### src/hdl/gsms_pkg.sv
// Shared types, constants and helpers for the graphics screen mode select block.
// No dependencies; compile before every other file of the block.
package gsms_pkg;

  localparam int ByteW   = 8;
  localparam int DivsrW  = 4;
  localparam int ApbAddrW = 3;
  localparam int ApbDataW = 32;
  localparam int PlaneW  = 5;
  localparam int PmaxW   = 6;

  localparam logic [ByteW-1:0] KeepByte = 8'hFF;

  // graphics controller mode command bytes
  localparam logic [ByteW-1:0] GdcMode0Odd  = 8'h40;
  localparam logic [ByteW-1:0] GdcMode0Even = 8'h80;
  localparam logic [ByteW-1:0] GdcMode1High = 8'h60;
  localparam logic [ByteW-1:0] GdcMode1Low  = 8'hA0;
  localparam logic [ByteW-1:0] GdcMode2     = 8'hE0;
  localparam logic [ByteW-1:0] GdcMode3     = 8'hC0;

  localparam logic [1:0] PalSixteen = 2'd2;

  typedef enum logic [1:0] {
    SCR_MODE0 = 2'd0,
    SCR_MODE1 = 2'd1,
    SCR_MODE2 = 2'd2,
    SCR_MODE3 = 2'd3
  } scr_mode_e;

  typedef enum logic [1:0] {
    ACT_NONE  = 2'd0,
    ACT_START = 2'd1,
    ACT_STOP  = 2'd2
  } act_e;

  typedef enum logic {
    REG_PALETTE = 1'b0,
    REG_EXT     = 1'b1
  } reg_idx_e;

  typedef enum logic [1:0] {
    S_IDLE,
    S_DIV,
    S_FIN
  } seq_state_e;

  typedef struct packed {
    logic [1:0] palette_mode;
    logic       extended_modes_allowed;
  } cfg_t;

  // number of color bits per bank: 4 for sixteen colors, 3 otherwise
  function automatic logic [2:0] color_bits(input logic pal16);
    color_bits = pal16 ? 3'd4 : 3'd3;
  endfunction

  // divisor that splits the active byte into bank position and page
  function automatic logic [DivsrW-1:0] split_divisor(input scr_mode_e mode,
                                                     input logic pal16);
    logic [DivsrW-1:0] d;
    unique case (mode)
      SCR_MODE0: d = DivsrW'(2);
      SCR_MODE1: d = pal16 ? DivsrW'(8) : DivsrW'(6);
      SCR_MODE2: d = pal16 ? DivsrW'(4) : DivsrW'(3);
      SCR_MODE3: d = DivsrW'(1);
      default:   d = DivsrW'(1);
    endcase
    split_divisor = d;
  endfunction

endpackage

### src/hdl/gsms_req_if.sv
// Request channel: valid/ready plus the four request bytes.
// Depends on gsms_pkg.
interface gsms_req_if;
  logic                      valid;
  logic                      ready;
  logic [gsms_pkg::ByteW-1:0] req_mode;
  logic [gsms_pkg::ByteW-1:0] req_switch;
  logic [gsms_pkg::ByteW-1:0] req_active;
  logic [gsms_pkg::ByteW-1:0] req_display;

  modport source(output valid, req_mode, req_switch, req_active, req_display,
                 input ready);
  modport sink(input valid, req_mode, req_switch, req_active, req_display,
               output ready);
endinterface

### src/hdl/gsms_rsp_if.sv
// Result channel: valid/ready plus status, display action, mode byte, page.
// Depends on gsms_pkg.
interface gsms_rsp_if;
  logic                      valid;
  logic                      ready;
  logic                      status;
  logic [1:0]                display_action;
  logic [gsms_pkg::ByteW-1:0] gdc_mode_byte;
  logic                      access_page_out;

  modport source(output valid, status, display_action, gdc_mode_byte, access_page_out,
                 input ready);
  modport sink(input valid, status, display_action, gdc_mode_byte, access_page_out,
               output ready);
endinterface

### src/hdl/graphics_screen_mode_select_core.sv
// Top level of the graphics screen mode select block.
// Depends on gsms_pkg, gsms_req_if, gsms_rsp_if, gsms_apb and gsms_div.
//
// Usage:
//   req_i carries one screen-set request item (mode, switch, active and
//   display bytes; 0xFF in a byte keeps the current value). rsp_o returns
//   one result item per request: status, display action, graphics mode
//   command byte and access page. The APB port holds palette mode
//   (address 0) and the extended-mode capability bit (address 4); write
//   them only while no request is in flight.
// Sequence:
//   After acceptance an item takes two steps of the compare-and-subtract
//   unit that splits the active byte into bank position and access page;
//   its done flag then advances the sequencer, which checks the request,
//   commits state and loads the result register. The next item is accepted
//   in the cycle after the commit, and only one item is in work at a time.
// Reset:
//   Clears the configuration, mode, position and pages, sets the plane mask
//   to one and empties the result register.
// Stall:
//   A finished result waits in the result register; the next request is
//   accepted meanwhile and its commit waits until that register frees up.
module graphics_screen_mode_select_core (
  input  logic                          clk_i,
  input  logic                          rst_ni,
  gsms_req_if.sink                      req_i,
  gsms_rsp_if.source                    rsp_o,
  input  logic                          psel,
  input  logic                          penable,
  input  logic                          pwrite,
  input  logic [gsms_pkg::ApbAddrW-1:0] paddr,
  input  logic [gsms_pkg::ApbDataW-1:0] pwdata,
  output logic [gsms_pkg::ApbDataW-1:0] prdata,
  output logic                          pready
);
  import gsms_pkg::*;

  cfg_t cfg;

  gsms_apb u_apb (
    .clk_i   (clk_i),
    .rst_ni  (rst_ni),
    .psel    (psel),
    .penable (penable),
    .pwrite  (pwrite),
    .paddr   (paddr),
    .pwdata  (pwdata),
    .prdata  (prdata),
    .pready  (pready),
    .cfg_o   (cfg)
  );

  logic       pal16;
  logic [2:0] cbits;
  assign pal16 = cfg.palette_mode == PalSixteen;
  assign cbits = color_bits(pal16);

  // ---------------------------------------------------------------------
  // Sequencer
  // ---------------------------------------------------------------------
  seq_state_e state_q, state_d;
  logic       req_fire, fin_fire, div_done, rsp_free;

  assign req_fire = req_i.valid && req_i.ready;
  assign rsp_free = !rsp_o.valid || rsp_o.ready;

  always_ff @(posedge clk_i or negedge rst_ni) begin
    if (!rst_ni) begin
      state_q <= S_IDLE;
    end else begin
      state_q <= state_d;
    end
  end

  always_comb begin
    state_d     = state_q;
    req_i.ready = 1'b0;
    fin_fire    = 1'b0;
    unique case (state_q)
      S_IDLE: begin
        req_i.ready = 1'b1;
        if (req_i.valid) state_d = S_DIV;
      end
      S_DIV: begin
        if (div_done) state_d = S_FIN;
      end
      S_FIN: begin
        // hold the commit until the result register can take the item
        if (rsp_free) begin
          fin_fire = 1'b1;
          state_d  = S_IDLE;
        end
      end
      default: state_d = S_IDLE;
    endcase
  end

  // ---------------------------------------------------------------------
  // Request capture; the effective mode is resolved at acceptance so the
  // divider can start with the right divisor.
  // ---------------------------------------------------------------------
  scr_mode_e screen_mode_q;
  logic [2:0] bank_pos_q;
  logic       access_page_q;
  logic [PlaneW-1:0] plane_mask_q;
  logic       display_page_q;

  logic [ByteW-1:0] rmode_q, rsw_q, ract_q, rdisp_q;
  scr_mode_e        mode_q, mode_in;

  assign mode_in = (req_i.req_mode == KeepByte) ? screen_mode_q
                                                 : scr_mode_e'(req_i.req_mode[1:0]);

  always_ff @(posedge clk_i) begin
    if (req_fire) begin
      rmode_q <= req_i.req_mode;
      rsw_q   <= req_i.req_switch;
      ract_q  <= req_i.req_active;
      rdisp_q <= req_i.req_display;
      mode_q  <= mode_in;
    end
  end

  // quot: page count, where two means two or more
  logic [1:0]        quot;
  logic [DivsrW-1:0] rem;

  gsms_div u_div (
    .clk_i      (clk_i),
    .rst_ni     (rst_ni),
    .start_i    (req_fire),
    .dividend_i (req_i.req_active),
    .divisor_i  (split_divisor(mode_in, pal16)),
    .done_o     (div_done),
    .quot_o     (quot),
    .rem_o      (rem)
  );

  // ---------------------------------------------------------------------
  // Checks and new state values
  // ---------------------------------------------------------------------
  logic mode_rej, mode_chg, act_keep, disp_keep;
  logic page_bad, disp_bad, plane_bad, success, mono;
  logic [2:0] pos_new;
  logic       page_new;
  logic [PlaneW-1:0] plane;
  logic [3:0]        disp_hi;
  logic              disp_new;
  logic [PmaxW-1:0]  pmax;
  logic [PmaxW-1:0]  plane_solo;
  act_e              action;
  logic [ByteW-1:0]  gbyte;

  // reject modes 4..254, and 2..254 without the extended capability
  assign mode_rej = (rmode_q != KeepByte) &&
                    ((rmode_q >= ByteW'(4)) ||
                     ((rmode_q >= ByteW'(2)) && !cfg.extended_modes_allowed));
  assign mode_chg = mode_q != screen_mode_q;

  always_comb begin
    if (rsw_q == KeepByte) action = ACT_NONE;
    else if (rsw_q[1])     action = ACT_STOP;
    else                   action = ACT_START;
  end

  // active byte: kept values clear on a mode change
  assign act_keep = ract_q == KeepByte;
  assign page_bad = !act_keep && quot[1];
  assign pos_new  = act_keep ? (mode_chg ? 3'd0 : bank_pos_q) : rem[2:0];
  assign page_new = act_keep ? (mode_chg ? 1'b0 : access_page_q) : quot[0];

  // display byte: plane mask below, display page above
  assign disp_keep = rdisp_q == KeepByte;
  assign plane     = pal16 ? rdisp_q[PlaneW-1:0] : {1'b0, rdisp_q[PlaneW-2:0]};
  assign disp_hi   = pal16 ? {1'b0, rdisp_q[7:5]} : rdisp_q[7:4];
  assign disp_bad  = |disp_hi[3:1];
  assign mono      = (mode_q == SCR_MODE1) || (mode_q == SCR_MODE2);

  always_comb begin
    pmax = PmaxW'(1);
    if (mono) pmax = pmax << cbits;
    if (!mode_q[1]) pmax = pmax << 1;
  end

  assign plane_solo = PmaxW'(1) << cbits;
  assign plane_bad  = ({1'b0, plane} > pmax) && ({1'b0, plane} != plane_solo);
  assign disp_new   = disp_keep ? (mode_chg ? 1'b0 : display_page_q) : disp_hi[0];

  assign success = !mode_rej && !page_bad &&
                   (disp_keep || (!disp_bad && !plane_bad));

  always_comb begin
    unique case (mode_q)
      SCR_MODE0: gbyte = (pos_new != 3'd0) ? GdcMode0Odd : GdcMode0Even;
      SCR_MODE1: gbyte = (pos_new >= cbits) ? GdcMode1High : GdcMode1Low;
      SCR_MODE2: gbyte = GdcMode2;
      SCR_MODE3: gbyte = GdcMode3;
      default:   gbyte = GdcMode3;
    endcase
    gbyte[4] = disp_new;
  end

  // writes that happen before a later failing check stay in place
  logic wr_act, wr_dpage, wr_plane;
  assign wr_act   = fin_fire && !mode_rej && !page_bad;
  assign wr_dpage = wr_act && (disp_keep ? mode_chg : !disp_bad);
  assign wr_plane = wr_act && (disp_keep ? mode_chg : (!disp_bad && !plane_bad));

  always_ff @(posedge clk_i or negedge rst_ni) begin
    if (!rst_ni) begin
      screen_mode_q  <= SCR_MODE0;
      bank_pos_q     <= '0;
      access_page_q  <= 1'b0;
      plane_mask_q   <= PlaneW'(1);
      display_page_q <= 1'b0;
    end else begin
      if (wr_act) begin
        bank_pos_q    <= pos_new;
        access_page_q <= page_new;
      end
      if (wr_dpage) display_page_q <= disp_new;
      if (wr_plane) plane_mask_q <= disp_keep ? PlaneW'(1) : plane;
      if (fin_fire && success) screen_mode_q <= mode_q;
    end
  end

  // ---------------------------------------------------------------------
  // Result register
  // ---------------------------------------------------------------------
  logic             rsp_valid_q, rsp_status_q, rsp_page_q;
  act_e             rsp_act_q;
  logic [ByteW-1:0] rsp_gbyte_q;

  always_ff @(posedge clk_i or negedge rst_ni) begin
    if (!rst_ni) begin
      rsp_valid_q <= 1'b0;
    end else if (fin_fire) begin
      rsp_valid_q <= 1'b1;
    end else if (rsp_o.ready) begin
      rsp_valid_q <= 1'b0;
    end
  end

  always_ff @(posedge clk_i) begin
    if (fin_fire) begin
      rsp_status_q <= !success;
      rsp_act_q    <= mode_rej ? ACT_NONE : action;
      rsp_gbyte_q  <= success ? gbyte : '0;
      rsp_page_q   <= success ? page_new : 1'b0;
    end
  end

  assign rsp_o.valid           = rsp_valid_q;
  assign rsp_o.status          = rsp_status_q;
  assign rsp_o.display_action  = rsp_act_q;
  assign rsp_o.gdc_mode_byte   = rsp_gbyte_q;
  assign rsp_o.access_page_out = rsp_page_q;

  // ---------------------------------------------------------------------
  // Assertions
  // ---------------------------------------------------------------------
  a_div_done_in_div: assert property (@(posedge clk_i) disable iff (!rst_ni)
    div_done |-> state_q == S_DIV)
    else $error("divider finished outside the divide phase");

  a_accept_starts_div: assert property (@(posedge clk_i) disable iff (!rst_ni)
    req_fire |=> (state_q == S_DIV) && !req_i.ready)
    else $error("accepted item did not start the divide");

  a_reject_keeps_state: assert property (@(posedge clk_i) disable iff (!rst_ni)
    (fin_fire && mode_rej) |=> $stable(screen_mode_q) && $stable(bank_pos_q) &&
      $stable(access_page_q) && $stable(plane_mask_q) && $stable(display_page_q))
    else $error("rejected mode changed stored state");

  a_error_zero_payload: assert property (@(posedge clk_i) disable iff (!rst_ni)
    (rsp_o.valid && rsp_o.status) |-> (rsp_o.gdc_mode_byte == '0) &&
      !rsp_o.access_page_out)
    else $error("error result carries a mode byte or page");

endmodule

### src/hdl/gsms_apb.sv
// APB-style configuration registers: palette mode and extended-mode capability.
// Depends on gsms_pkg.
module gsms_apb (
  input  logic                           clk_i,
  input  logic                           rst_ni,
  input  logic                           psel,
  input  logic                           penable,
  input  logic                           pwrite,
  input  logic [gsms_pkg::ApbAddrW-1:0]  paddr,
  input  logic [gsms_pkg::ApbDataW-1:0]  pwdata,
  output logic [gsms_pkg::ApbDataW-1:0]  prdata,
  output logic                           pready,
  output gsms_pkg::cfg_t                 cfg_o
);
  import gsms_pkg::*;

  cfg_t     cfg_q;
  reg_idx_e idx;
  logic     wr_en;

  assign idx   = reg_idx_e'(paddr[2]);
  assign wr_en = psel && penable && pwrite;
  assign pready = 1'b1;

  always_ff @(posedge clk_i or negedge rst_ni) begin
    if (!rst_ni) begin
      cfg_q <= '0;
    end else if (wr_en) begin
      unique case (idx)
        REG_PALETTE: cfg_q.palette_mode           <= pwdata[1:0];
        REG_EXT:     cfg_q.extended_modes_allowed <= pwdata[0];
        default:     cfg_q <= cfg_q;
      endcase
    end
  end

  always_comb begin
    prdata = '0;
    unique case (idx)
      REG_PALETTE: prdata[1:0] = cfg_q.palette_mode;
      REG_EXT:     prdata[0]   = cfg_q.extended_modes_allowed;
      default:     prdata      = '0;
    endcase
  end

  assign cfg_o = cfg_q;

endmodule

### src/hdl/gsms_div.sv
// Compare-and-subtract unit for the active-byte split: two steps give the bank
// position and whether the page is 0, 1 or too large. Depends on gsms_pkg.
module gsms_div (
  input  logic                         clk_i,
  input  logic                         rst_ni,
  input  logic                         start_i,
  input  logic [gsms_pkg::ByteW-1:0]   dividend_i,
  input  logic [gsms_pkg::DivsrW-1:0]  divisor_i,
  output logic                         done_o,
  output logic [1:0]                   quot_o,
  output logic [gsms_pkg::DivsrW-1:0]  rem_o
);
  import gsms_pkg::*;

  logic [ByteW-1:0]  rem_q, rem_d, divisor_ext;
  logic [DivsrW-1:0] divisor_q;
  logic [1:0]        quot_q, quot_d;
  logic              step_q, busy_q, done_q;
  logic              ge;

  // subtract the divisor at most once per step; a count of two flags a page that is too large
  assign divisor_ext = {{(ByteW-DivsrW){1'b0}}, divisor_q};
  assign ge          = rem_q >= divisor_ext;
  assign rem_d       = ge ? (rem_q - divisor_ext) : rem_q;
  assign quot_d      = quot_q + {1'b0, ge};

  always_ff @(posedge clk_i or negedge rst_ni) begin
    if (!rst_ni) begin
      busy_q <= 1'b0;
      done_q <= 1'b0;
      step_q <= 1'b0;
    end else begin
      done_q <= 1'b0;
      if (start_i) begin
        busy_q <= 1'b1;
        step_q <= 1'b0;
      end else if (busy_q) begin
        step_q <= 1'b1;
        if (step_q) begin
          busy_q <= 1'b0;
          done_q <= 1'b1;
        end
      end
    end
  end

  always_ff @(posedge clk_i) begin
    if (start_i) begin
      rem_q     <= dividend_i;
      quot_q    <= '0;
      divisor_q <= divisor_i;
    end else if (busy_q) begin
      rem_q  <= rem_d;
      quot_q <= quot_d;
    end
  end

  assign done_o = done_q;
  assign quot_o = quot_q;
  assign rem_o  = rem_q[DivsrW-1:0];

endmodule

### src/flat_wrapper.sv
// flat-port wrapper written by rule: the top's interface ports become plain ports
module graphics_screen_mode_select_core_flat import gsms_pkg::*;
  (clk_i, rst_ni, psel, penable, pwrite, paddr, pwdata, prdata, pready, req_i_valid, req_i_req_mode, req_i_req_switch, req_i_req_active, req_i_req_display, req_i_ready, rsp_o_valid, rsp_o_status, rsp_o_display_action, rsp_o_gdc_mode_byte, rsp_o_access_page_out, rsp_o_ready);
  gsms_req_if req_i_i ();
  gsms_rsp_if rsp_o_i ();
  input  logic clk_i;
  input  logic rst_ni;
  input  logic psel;
  input  logic penable;
  input  logic pwrite;
  input  logic [gsms_pkg::ApbAddrW-1:0] paddr;
  input  logic [gsms_pkg::ApbDataW-1:0] pwdata;
  output logic [gsms_pkg::ApbDataW-1:0] prdata;
  output logic pready;
  input wire logic [$bits(req_i_i.valid)-1:0] req_i_valid;
  input wire logic [$bits(req_i_i.req_mode)-1:0] req_i_req_mode;
  input wire logic [$bits(req_i_i.req_switch)-1:0] req_i_req_switch;
  input wire logic [$bits(req_i_i.req_active)-1:0] req_i_req_active;
  input wire logic [$bits(req_i_i.req_display)-1:0] req_i_req_display;
  output wire logic [$bits(req_i_i.ready)-1:0] req_i_ready;
  output wire logic [$bits(rsp_o_i.valid)-1:0] rsp_o_valid;
  output wire logic [$bits(rsp_o_i.status)-1:0] rsp_o_status;
  output wire logic [$bits(rsp_o_i.display_action)-1:0] rsp_o_display_action;
  output wire logic [$bits(rsp_o_i.gdc_mode_byte)-1:0] rsp_o_gdc_mode_byte;
  output wire logic [$bits(rsp_o_i.access_page_out)-1:0] rsp_o_access_page_out;
  input wire logic [$bits(rsp_o_i.ready)-1:0] rsp_o_ready;
  assign req_i_i.valid = req_i_valid;
  assign req_i_i.req_mode = req_i_req_mode;
  assign req_i_i.req_switch = req_i_req_switch;
  assign req_i_i.req_active = req_i_req_active;
  assign req_i_i.req_display = req_i_req_display;
  assign req_i_ready = req_i_i.ready;
  assign rsp_o_valid = rsp_o_i.valid;
  assign rsp_o_status = rsp_o_i.status;
  assign rsp_o_display_action = rsp_o_i.display_action;
  assign rsp_o_gdc_mode_byte = rsp_o_i.gdc_mode_byte;
  assign rsp_o_access_page_out = rsp_o_i.access_page_out;
  assign rsp_o_i.ready = rsp_o_ready;
  graphics_screen_mode_select_core u_core (.clk_i(clk_i), .rst_ni(rst_ni), .req_i(req_i_i), .rsp_o(rsp_o_i), .psel(psel), .penable(penable), .pwrite(pwrite), .paddr(paddr), .pwdata(pwdata), .prdata(prdata), .pready(pready));
endmodule
### config.mk
export PLATFORM = sky130hd
export DESIGN_NAME = graphics_screen_mode_select_core_flat
export DESIGN_NICKNAME = d
export VERILOG_FILES = /design/src/hdl/gsms_pkg.sv /design/src/hdl/gsms_req_if.sv /design/src/hdl/gsms_rsp_if.sv /design/src/hdl/graphics_screen_mode_select_core.sv /design/src/hdl/gsms_apb.sv /design/src/hdl/gsms_div.sv /design/src/flat_wrapper.sv
export SDC_FILE = /design/constraint.sdc
export NUM_CORES = 1
export LEC_CHECK = 0
export ABC_AREA = 1
export BUFFER_PORTS_ARGS = -buffer_cell sky130_fd_sc_hd__buf_2
export CAP_MARGIN = 15
export CORE_ASPECT_RATIO = 1.25
export CORE_MARGIN = 1.5
export CORE_UTILIZATION = 36
export CTS_CLUSTER_DIAMETER = 30
export DETAILED_ROUTE_END_ITERATION = 12
export PLACE_DENSITY = 0.6
export SYNTH_ARGS = -nofsm -noshare
export SYNTH_HDL_FRONTEND = slang
export SYNTH_HIERARCHICAL = 1
export SYNTH_SLANG_ARGS = --single-unit
export TNS_END_PERCENT = 30
### constraint.sdc
create_clock -name clk_i -period 3 [get_ports clk_i]
set_input_delay 0.6 -clock clk_i [delete_from_list [all_inputs] [get_ports clk_i]]
set_output_delay 0.6 -clock clk_i [all_outputs]
set_load 0.05 [all_outputs]
# == Word level (Yosys, flattened, before mapping) ==
# Index checks and enable logic that the tools add are counted.
# Widths: inputs -> output; s select.
# totals
reg_bits,76
wordCells,132
in_bits,74
out_inout_bits,47
# classes
n_addsub,2
reduce_logical,39
order_cmp,5
n_shift,1
muxes,42
eq_ne,19
bitwise_logic,1
# ops
cell,count
$mux 8,5
$eq 8x8->1 const B,4
$pmux 8 s4,1
$mux 1,19
$pmux 4 s4,1
$logic_and 1x1->1,14
$eq 2x2->1 const B,6
$mux 3,4
$mux 6,2
$mux 2,5
$ge 8x2->1 const B,1
$ge 8x3->1 const B,1
$ge 8x4->1,1
$logic_not 1->1,8
$mux 4,2
$ne 8x8->1 const B,1
$sub 8x4->8,1
$eq 2x1->1 const B,3
$gt 5x6->1,1
$logic_not 2->1,3
$ne 5x6->1,1
$pmux 2 s3,1
$reduce_and 2->1,3
$reduce_bool 2->1,3
14 further kinds,18

# == Depth between registers and ports, before layout ==
# Gate-level depths: netlist (run 1).
# logic_depth
depth_word,12
depth_mapped,19
mapped_depth_nobuf,19

# == Hierarchy ==
# Netlist (run 1), hierarchy kept.
# modules_own_cells
mod,n_inst,area_each_um2,cells_per_inst
graphics_screen_mode_select_core,1,2454.9,237
gsms_div,1,958.4,111
gsms_apb,1,409.1,56

# == Least setup slack after synthesis (run 1) ==
# OpenSTA, ideal clock, no wires.
# synth_timing
path_type,flip-flop to flip-flop
start,register u_core.state_q[0]
end,"register u_core.u_div.rem_q[0], enable pin"
stages_incl_launch_ff,7
setup_slack_ns,-0.975
path_buffers,1
t_arrival_ns,3.646
required_ns,2.671
path_cell_list,dfrtp_1 -> nor2_1 -> inv_1 -> nor2_1 -> inv_1 -> clkbuf_8 -> nand2_1
# synth_via
elab_chain_cells,5
# synth_lines
element,line,source
"start, declared",graphics_screen_mode_select_core.sv:61,"seq_state_e state_q, state_d;"
"start signal, assigned",graphics_screen_mode_select_core.sv:71,state_q <= state_d;
$logic_not 2->1 (*),graphics_screen_mode_select_core.sv:79,unique case (state_q)
$mux 1 (*),graphics_screen_mode_select_core.sv:79,
net req_i_ready,flat_wrapper.sv:20,output wire logic [$bits(req_i_i.ready)-1:0] req_i_ready;
$logic_and 1x1->1 (*),graphics_screen_mode_select_core.sv:64,assign req_fire = req_i.valid && req_i.ready;
net u_core.req_fire,graphics_screen_mode_select_core.sv:62,"logic req_fire, fin_fire, div_done, rsp_free;"
$reduce_bool 2->1 (no line),-,
$reduce_and 2->1 (no line) (*),-,
"end signal, assigned",gsms_div.sv:49,rem_q <= dividend_i;
"end signal, assigned",gsms_div.sv:53,rem_q <= rem_d;
"end, declared",gsms_div.sv:15,"logic [ByteW-1:0] rem_q, rem_d, divisor_ext;"
# Mark *: on every way through the listed nets, which the timed path passes. The rest lies on a longest branch.
# A chain may end at the register's enable or synchronous reset.

# == Final worst setup path (run 1) ==
# layout_timing
start,register u_core.mode_q[1]
end,"register u_core.rsp_gbyte_q[7] (netlist: u_core/rsp_o.gdc_mode_byte[7]), data pin"
# layout_via
elab_chain_cells,10
# layout_lines
element,line,source
"start, declared",graphics_screen_mode_select_core.sv:109,"scr_mode_e mode_q, mode_in;"
"start signal, assigned",graphics_screen_mode_select_core.sv:120,mode_q <= mode_in;
$eq 2x1->1 or $eq 2x2->1 (tied branches),"graphics_screen_mode_select_core.sv:177, graphics_screen_mode_select_core.sv:193",
$logic_or 1x1->1,graphics_screen_mode_select_core.sv:177,assign mono = (mode_q == SCR_MODE1) || (mode_q == SCR_MODE2);
$mux 6,graphics_screen_mode_select_core.sv:181,if (mono) pmax = pmax << cbits;
$mux 6,graphics_screen_mode_select_core.sv:182,if (!mode_q[1]) pmax = pmax << 1;
$gt 5x6->1,graphics_screen_mode_select_core.sv:186,"assign plane_bad = ({1'b0, plane} > pmax) && ({1'b0, plane} != plane_solo);"
$logic_and 1x1->1,graphics_screen_mode_select_core.sv:186,
$logic_not 1->1,graphics_screen_mode_select_core.sv:190,(disp_keep || (!disp_bad && !plane_bad));
$logic_and 1x1->1,graphics_screen_mode_select_core.sv:190,
$logic_or 1x1->1,graphics_screen_mode_select_core.sv:190,
$logic_and 1x1->1,graphics_screen_mode_select_core.sv:189,assign success = !mode_rej && !page_bad &&
"end signal, assigned",graphics_screen_mode_select_core.sv:248,rsp_gbyte_q <= success ? gbyte : '0;
"end, declared",graphics_screen_mode_select_core.sv:232,logic [ByteW-1:0] rsp_gbyte_q;
# Several ways; a longest one is shown, not always the timed one.

==> impl_metrics.xml, run 1 <==
<?xml version="1.0" encoding="UTF-8"?>
<metrics>
  <group name="clock_network">
    <metric name="tritoncts" unit="">done</metric>
    <metric name="insertion_delay" unit="ps">330</metric>
    <metric name="clk_root_buffer_cell" unit="">sky130_fd_sc_hd__clkbuf_16</metric>
    <metric name="numCtsBuffers" unit="">9</metric>
    <metric name="cts_hold_buffers" unit="">0</metric>
    <metric name="cts_htree_levels" unit="">3</metric>
    <metric name="worst_setup_hold_path_clk_slew" unit="ps">60</metric>
    <metric name="cts_sinks" unit="">72</metric>
    <metric name="postCtsSetupRepairBufs" unit="">0</metric>
    <metric name="cts_max_path_buffers" unit="">2</metric>
    <metric name="postCtsResizedCells" unit="">0</metric>
  </group>
  <group name="placement">
    <metric name="post-place-cells" unit="">579</metric>
    <metric name="io_port_bufs" unit="">53</metric>
    <metric name="gp_routability_congestion" unit="">0.871</metric>
    <metric name="detailedPlacementHpwl" unit="um">5420</metric>
  </group>
  <group name="synthesis">
    <metric name="ys_warnings" unit="">6</metric>
    <metric name="postSynthAreaPerCell" unit="sq um">9.47</metric>
    <metric name="synthesis.instances" unit="">403</metric>
    <metric name="syn-cell-area" unit="sq um">3810</metric>
  </group>
  <group name="route">
    <metric name="route.antenna.remaining_nets" unit="">0</metric>
    <metric name="first_iter_violations" unit="">69</metric>
    <metric name="first_pass_iters" unit="">4</metric>
    <metric name="drt_drc_violations_left" unit="">0</metric>
    <metric name="detailroute.via_count" unit="">2680</metric>
    <metric name="wl_per_cell" unit="um">11.8</metric>
    <metric name="finalWirelength" unit="um">7010</metric>
    <metric name="post_drt_via_cell_ratio" unit="">4.50</metric>
  </group>
  <group name="timing">
    <metric name="achievable-frequency" unit="MHz">399</metric>
    <metric name="final_min_period_over_clock_period" unit="">0.836</metric>
    <metric name="rsz_0062_raised_after_global_routing" unit="">false</metric>
    <metric name="finalSetupTns" unit="ps">0</metric>
    <metric name="final_hold_viol_count" unit="">0</metric>
    <metric name="slew_violations" unit="">0</metric>
    <metric name="clock-skew-final" unit="ps">7.53</metric>
    <metric name="setup_viol_count_final" unit="">0</metric>
    <metric name="period_minus_slack" unit="ps">2510</metric>
  </group>
  <group name="worst_setup_path">
    <metric name="critical_path_peak_fanout" unit="">7</metric>
    <metric name="worstPathArrival" unit="ps">2690</metric>
    <metric name="ff2ff_setup_slack" unit="ps">490</metric>
    <metric name="critPathLaunchType" unit="">register</metric>
    <metric name="crit_path_end_kind" unit="">register</metric>
    <metric name="timing.setup.critical_path_class" unit="">reg2reg</metric>
    <metric name="critical_path_required" unit="ps">3180</metric>
  </group>
  <group name="floorplan">
    <metric name="initial_utilization" unit="">0.374</metric>
    <metric name="chipHeight" unit="um">118</metric>
    <metric name="floorplan.io_pins" unit="">121</metric>
    <metric name="die-area" unit="sq um">11200</metric>
    <metric name="fp.coreArea" unit="sq um">10200</metric>
    <metric name="die_width" unit="um">95.1</metric>
    <metric name="row_count" unit="">41</metric>
  </group>
  <group name="final_layout">
    <metric name="antennaDiodeCount" unit="">0</metric>
    <metric name="area.growth.synth_to_final" unit="%">16.5</metric>
    <metric name="final_nets" unit="">551</metric>
    <metric name="layoutNonFillerInstCount" unit="">595</metric>
    <metric name="drive_above_1_share" unit="">0.202</metric>
  </group>
  <group name="outcome">
    <metric name="status" unit="">finished, final reports clean</metric>
  </group>
  <group name="global_route">
    <metric name="grt_util_all_layers" unit="">0.136</metric>
    <metric name="grt_pass1_wl" unit="um">11500</metric>
    <metric name="antenna_found_initial" unit="">0</metric>
    <metric name="vias_in_the_first_global_route" unit="">2599</metric>
    <metric name="gr-total-overflow" unit="">0</metric>
    <metric name="pin_count_of_the_biggest_net_entering_global_routing" unit="">32</metric>
  </group>
  <group name="pwr">
    <metric name="vdd_ir_drop_max" unit="mV">0.308</metric>
    <metric name="leakage" unit="nW">2.08</metric>
    <metric name="power_density" unit="nW/um^2">903</metric>
  </group>
  <group name="run">
    <metric name="drv_cap" unit="">0</metric>
  </group>
  <group name="hold_path">
    <metric name="min-delay-path-class" unit="">in2async</metric>
  </group>
</metrics>
==> final timing paths <==
check,startpoint,end,cells past startpoint
setup / recovery,u_core/mode_q[1],u_core/rsp_o.gdc_mode_byte[7],12
hold / removal,rst_ni,u_core/bank_pos_q[0],1
setup reg to reg,u_core/mode_q[1],u_core/rsp_o.gdc_mode_byte[7],12
hold reg to reg,u_core/u_div/done_o,u_core/state_q[0],1
max in group asynchronous,rst_ni,u_core/rsp_o.valid,1
min in group clk_i,req_i_req_switch[6],u_core/rsw_q[6],1
==> critical path, cell delays in order (launching register included) <==
cell	delay, ps
sky130_fd_sc_hd__edfxtp_1	470
sky130_fd_sc_hd__inv_2	110
sky130_fd_sc_hd__ha_1	320
sky130_fd_sc_hd__inv_1	90
sky130_fd_sc_hd__o21ai_0	170
sky130_fd_sc_hd__nand2_1	80
sky130_fd_sc_hd__ha_1	320
sky130_fd_sc_hd__nand4_1	90
sky130_fd_sc_hd__o21ai_0	170
sky130_fd_sc_hd__o21ai_1	80
sky130_fd_sc_hd__nand2_1	150
sky130_fd_sc_hd__nand2_1	140
sky130_fd_sc_hd__a21oi_1	160
==> state kept, by name, summed over array words and instances (netlist names), 2 cells and up <==
register / count
u_core/u_div/quot_o: 2
u_core/rsp_o.gdc_mode_byte: 4
u_core/u_div/divisor_q: 4
u_core/rdisp_q: 8
u_core/state_q: 2
u_core/u_div/rem_q: 8
u_core/ract_q: 8
u_core/rsp_o.display_action: 2
u_core/rmode_q: 8
u_core/rsw_q: 8
u_core/mode_q: 2
u_core/u_apb/cfg_o: 3
u_core/bank_pos_q: 3
u_core/screen_mode_q: 2
==> per-stage QoR <==
stage	total power, mW	worst slack (ps)	cell area, sq um	util	hold WS (ps)
after floorplan	2.50	157	3940	-	304
after global placement	2.68	521	4080	0.399	451
after detailed placement	2.73	472	4080	0.399	467
after CTS	4.07	459	4450	0.435	192
after global routing	4.28	230	4450	0.435	206
final	4.01	491	4450	0.435	183
==> per-layer routing <==
metal  vias to the layer above  track usage  wire, um
met2                        73        0.227      3500
li1                       1371            -         -
met4                         0       0.0830       175
met3                        10       0.0323       364
met1                      1226        0.152      2980
met5                         -            0         0
==> cells in the final DEF (no fill, tap or decap), drive strengths merged, types with 4 or more instances in the layout <==
cell / instances
a21oi: 10
buf: 56
bufinv: 4
clkbuf: 10
conb: 35
dfrtp: 16
edfxtp: 54
ha: 15
inv: 59
nand2: 94
nand3: 24
nand4: 14
nor2: 32
nor3: 5
o21ai: 23
==> final cells by class <==
type	instances	area, sq um
fill	1018	5760
sequential	72	2060
multi-input combinational	263	1340
timing repair buffer	56	288
clock buffer	10	239
inverter	59	221
tap	129	161
clock inverter	6	130
==> where the power goes <==
group	switching (mW)	internal, mW	total [mW]
sequential	0.134	1.39	1.52
combinational	0.825	0.351	1.18
clock	0.402	0.916	1.32
total	1.36	2.65	4.01
Note: power is estimated with default switching activity, not from simulation.
==> run 2, diff against run 1 <==
PLACE_DENSITY = 0.58   (was 0.6)
clock period = 2.5 ns   (was 3 ns; I/O delays follow)
==> impl_metrics.xml, run 2 (synthesis results as in run 1) <==
<?xml version="1.0" encoding="UTF-8"?>
<metrics>
  <group name="final_layout">
    <metric name="mostFrequentLayoutCell" unit="">sky130_fd_sc_hd__nand2_1</metric>
    <metric name="drive_above_1_share" unit="">0.214</metric>
    <metric name="layoutNonFillerInstCount" unit="">602</metric>
    <metric name="final_cell_mix" unit="">85 x sky130_fd_sc_hd__nand2_1, 54 x sky130_fd_sc_hd__edfxtp_1, 53 x sky130_fd_sc_hd__buf_2</metric>
    <metric name="area.growth.synth_to_final" unit="%">16.4</metric>
    <metric name="final_nets" unit="">558</metric>
    <metric name="antennaDiodeCount" unit="">0</metric>
  </group>
  <group name="clock_network">
    <metric name="numCtsBuffers" unit="">9</metric>
    <metric name="tritoncts" unit="">done</metric>
    <metric name="cts_max_path_buffers" unit="">2</metric>
    <metric name="clk_root_buffer_cell" unit="">sky130_fd_sc_hd__clkbuf_16</metric>
    <metric name="cts_htree_levels" unit="">3</metric>
    <metric name="worst_setup_hold_path_clk_slew" unit="ps">60</metric>
    <metric name="insertion_delay" unit="ps">330</metric>
    <metric name="cts_sinks" unit="">72</metric>
  </group>
  <group name="worst_setup_path">
    <metric name="critPathLaunchType" unit="">register</metric>
    <metric name="critical_path.slowest_cell" unit="">sky130_fd_sc_hd__edfxtp_1</metric>
    <metric name="timing.setup.critical_path_class" unit="">reg2reg</metric>
    <metric name="crit_family" unit="">adder cells</metric>
    <metric name="ff2ff_setup_slack" unit="ps">230</metric>
    <metric name="critical_path_peak_fanout" unit="">5</metric>
    <metric name="critical_path_required" unit="ps">2680</metric>
    <metric name="worstPathArrival" unit="ps">2450</metric>
    <metric name="crit_path_end_kind" unit="">register</metric>
    <metric name="timing.critical_path.cells" unit="">inv_1 &gt; ha_1 &gt; inv_1 &gt; o21ai_0 &gt; nand2_1 &gt; ha_1 &gt; nand4_1 &gt; o21ai_0 &gt; o21ai_1 &gt; nand2_1 &gt; nand2_2 &gt; a21oi_1</metric>
    <metric name="timing.critical_path.buf_inv" unit="">2</metric>
    <metric name="worst_path_largest_cell_delay" unit="ps">340</metric>
  </group>
  <group name="pwr">
    <metric name="power_density" unit="nW/um^2">1030</metric>
    <metric name="leakage" unit="nW">2.09</metric>
    <metric name="report.power.total" unit="mW">4.56</metric>
    <metric name="vdd_ir_drop_max" unit="mV">0.382</metric>
  </group>
  <group name="timing">
    <metric name="finalSetupTns" unit="ps">0</metric>
    <metric name="final.setup.worst_slack" unit="ps">231</metric>
    <metric name="slew_violations" unit="">0</metric>
    <metric name="final_min_period_over_clock_period" unit="">0.908</metric>
    <metric name="final_hold_viol_count" unit="">0</metric>
    <metric name="achievable-frequency" unit="MHz">441</metric>
    <metric name="rsz_0062_raised_after_global_routing" unit="">false</metric>
    <metric name="clock-skew-final" unit="ps">5.17</metric>
    <metric name="setup_viol_count_final" unit="">0</metric>
    <metric name="period_minus_slack" unit="ps">2270</metric>
  </group>
  <group name="placement">
    <metric name="detailedPlacementHpwl" unit="um">5400</metric>
    <metric name="post_placement_setup_slack" unit="ps">200</metric>
    <metric name="io_port_bufs" unit="">53</metric>
    <metric name="gp_routability_congestion" unit="">0.845</metric>
    <metric name="post-place-cells" unit="">586</metric>
  </group>
  <group name="floorplan">
    <metric name="initial_utilization" unit="">0.374</metric>
    <metric name="chipHeight" unit="um">118</metric>
    <metric name="die_width" unit="um">95.1</metric>
    <metric name="die-area" unit="sq um">11200</metric>
    <metric name="fp.coreArea" unit="sq um">10200</metric>
    <metric name="floorplan.io_pins" unit="">121</metric>
    <metric name="row_count" unit="">41</metric>
  </group>
  <group name="global_route">
    <metric name="antenna_found_initial" unit="">0</metric>
    <metric name="grt_pass1_wl" unit="um">11800</metric>
    <metric name="pin_count_of_the_biggest_net_entering_global_routing" unit="">32</metric>
    <metric name="gr-total-overflow" unit="">0</metric>
    <metric name="vias_in_the_first_global_route" unit="">2563</metric>
    <metric name="grt_util_all_layers" unit="">0.138</metric>
  </group>
  <group name="route">
    <metric name="route.antenna.remaining_nets" unit="">0</metric>
    <metric name="first_iter_violations" unit="">105</metric>
    <metric name="post_drt_via_cell_ratio" unit="">4.45</metric>
    <metric name="finalWirelength" unit="um">7010</metric>
    <metric name="drt_drc_violations_left" unit="">0</metric>
    <metric name="detailroute.via_count" unit="">2679</metric>
    <metric name="wl_per_cell" unit="um">11.6</metric>
    <metric name="first_pass_iters" unit="">4</metric>
  </group>
  <group name="outcome">
    <metric name="status" unit="">finished, final reports clean</metric>
  </group>
  <group name="run">
    <metric name="drv_cap" unit="">0</metric>
  </group>
  <group name="hold_path">
    <metric name="min-delay-path-class" unit="">in2async</metric>
  </group>
</metrics>
run 2: changes by cell type in the layout (fill, tap and decap cells not counted), sizes merged:
cell / previous run / this run
bufinv: 4 / 1
clkbuf: 10 / 13
buf: 56 / 63
run 2: final timing paths:
check,start,to,cells past startpoint
max,u_core/mode_q[0],u_core/rsp_o.gdc_mode_byte[7],12
min,rst_ni,u_core/u_apb/cfg_o[1],1
max reg2reg,u_core/mode_q[0],u_core/rsp_o.gdc_mode_byte[7],12
min reg2reg,u_core/u_div/step_q,u_core/u_div/busy_q,1
max in group asynchronous,rst_ni,u_core/access_page_q,1
min in group clk_i,req_i_req_display[5],u_core/rdisp_q[5],1
run 2: cell type report:
cell class,instances,area (sq um)
fill,1020,5770
sequential,72,2060
multi-input combinational,263,1350
timing repair buffer,63,340
clock buffer,13,260
inverter,59,221
tap,129,161
clock inverter,3,40.0
run 2: what timing repair did:
action | 4_1_cts | 5_1_grt
hold buffers | 0 | 0
resized for setup | 0 | 1
buffers inserted | 0 | 0
endpoints found under the setup margin | 0 | 3
run 2: layer usage:
layer | part of all wire | global-route usage
met1 | 0.46 | 0.174
met4 | 0.017 | 0.0728
met3 | 0.052 | 0.0323
met2 | 0.48 | 0.214
met5 | 0 | 0
run 2: metrics by stage:
stage | hold slack [ps] | instance area [sq um] | util
after floorplan | 204 | 3950 | -
after global placement | 445 | 4140 | 0.405
after detailed placement | 449 | 4140 | 0.405
after CTS | 91.7 | 4440 | 0.435
after global routing | 118 | 4440 | 0.435
final | 93.6 | 4440 | 0.435
run 2: where the power goes:
group          switching (mW)  internal (mW)
logic                   0.998          0.456
clock network           0.455          0.823
registers               0.159           1.67
run 2: worst reg2reg max path: cells and delay by family (launching register included):
| family | cells | cell delay [ps] |
|---|---|---|
| AO/OA/AOI/OAI | 4 | 580 |
| adder cells (fa/ha/maj) | 2 | 640 |
| buffers and inverters | 2 | 140 |
| flip-flops | 1 | 340 |
| AND/OR/NAND/NOR | 4 | 440 |
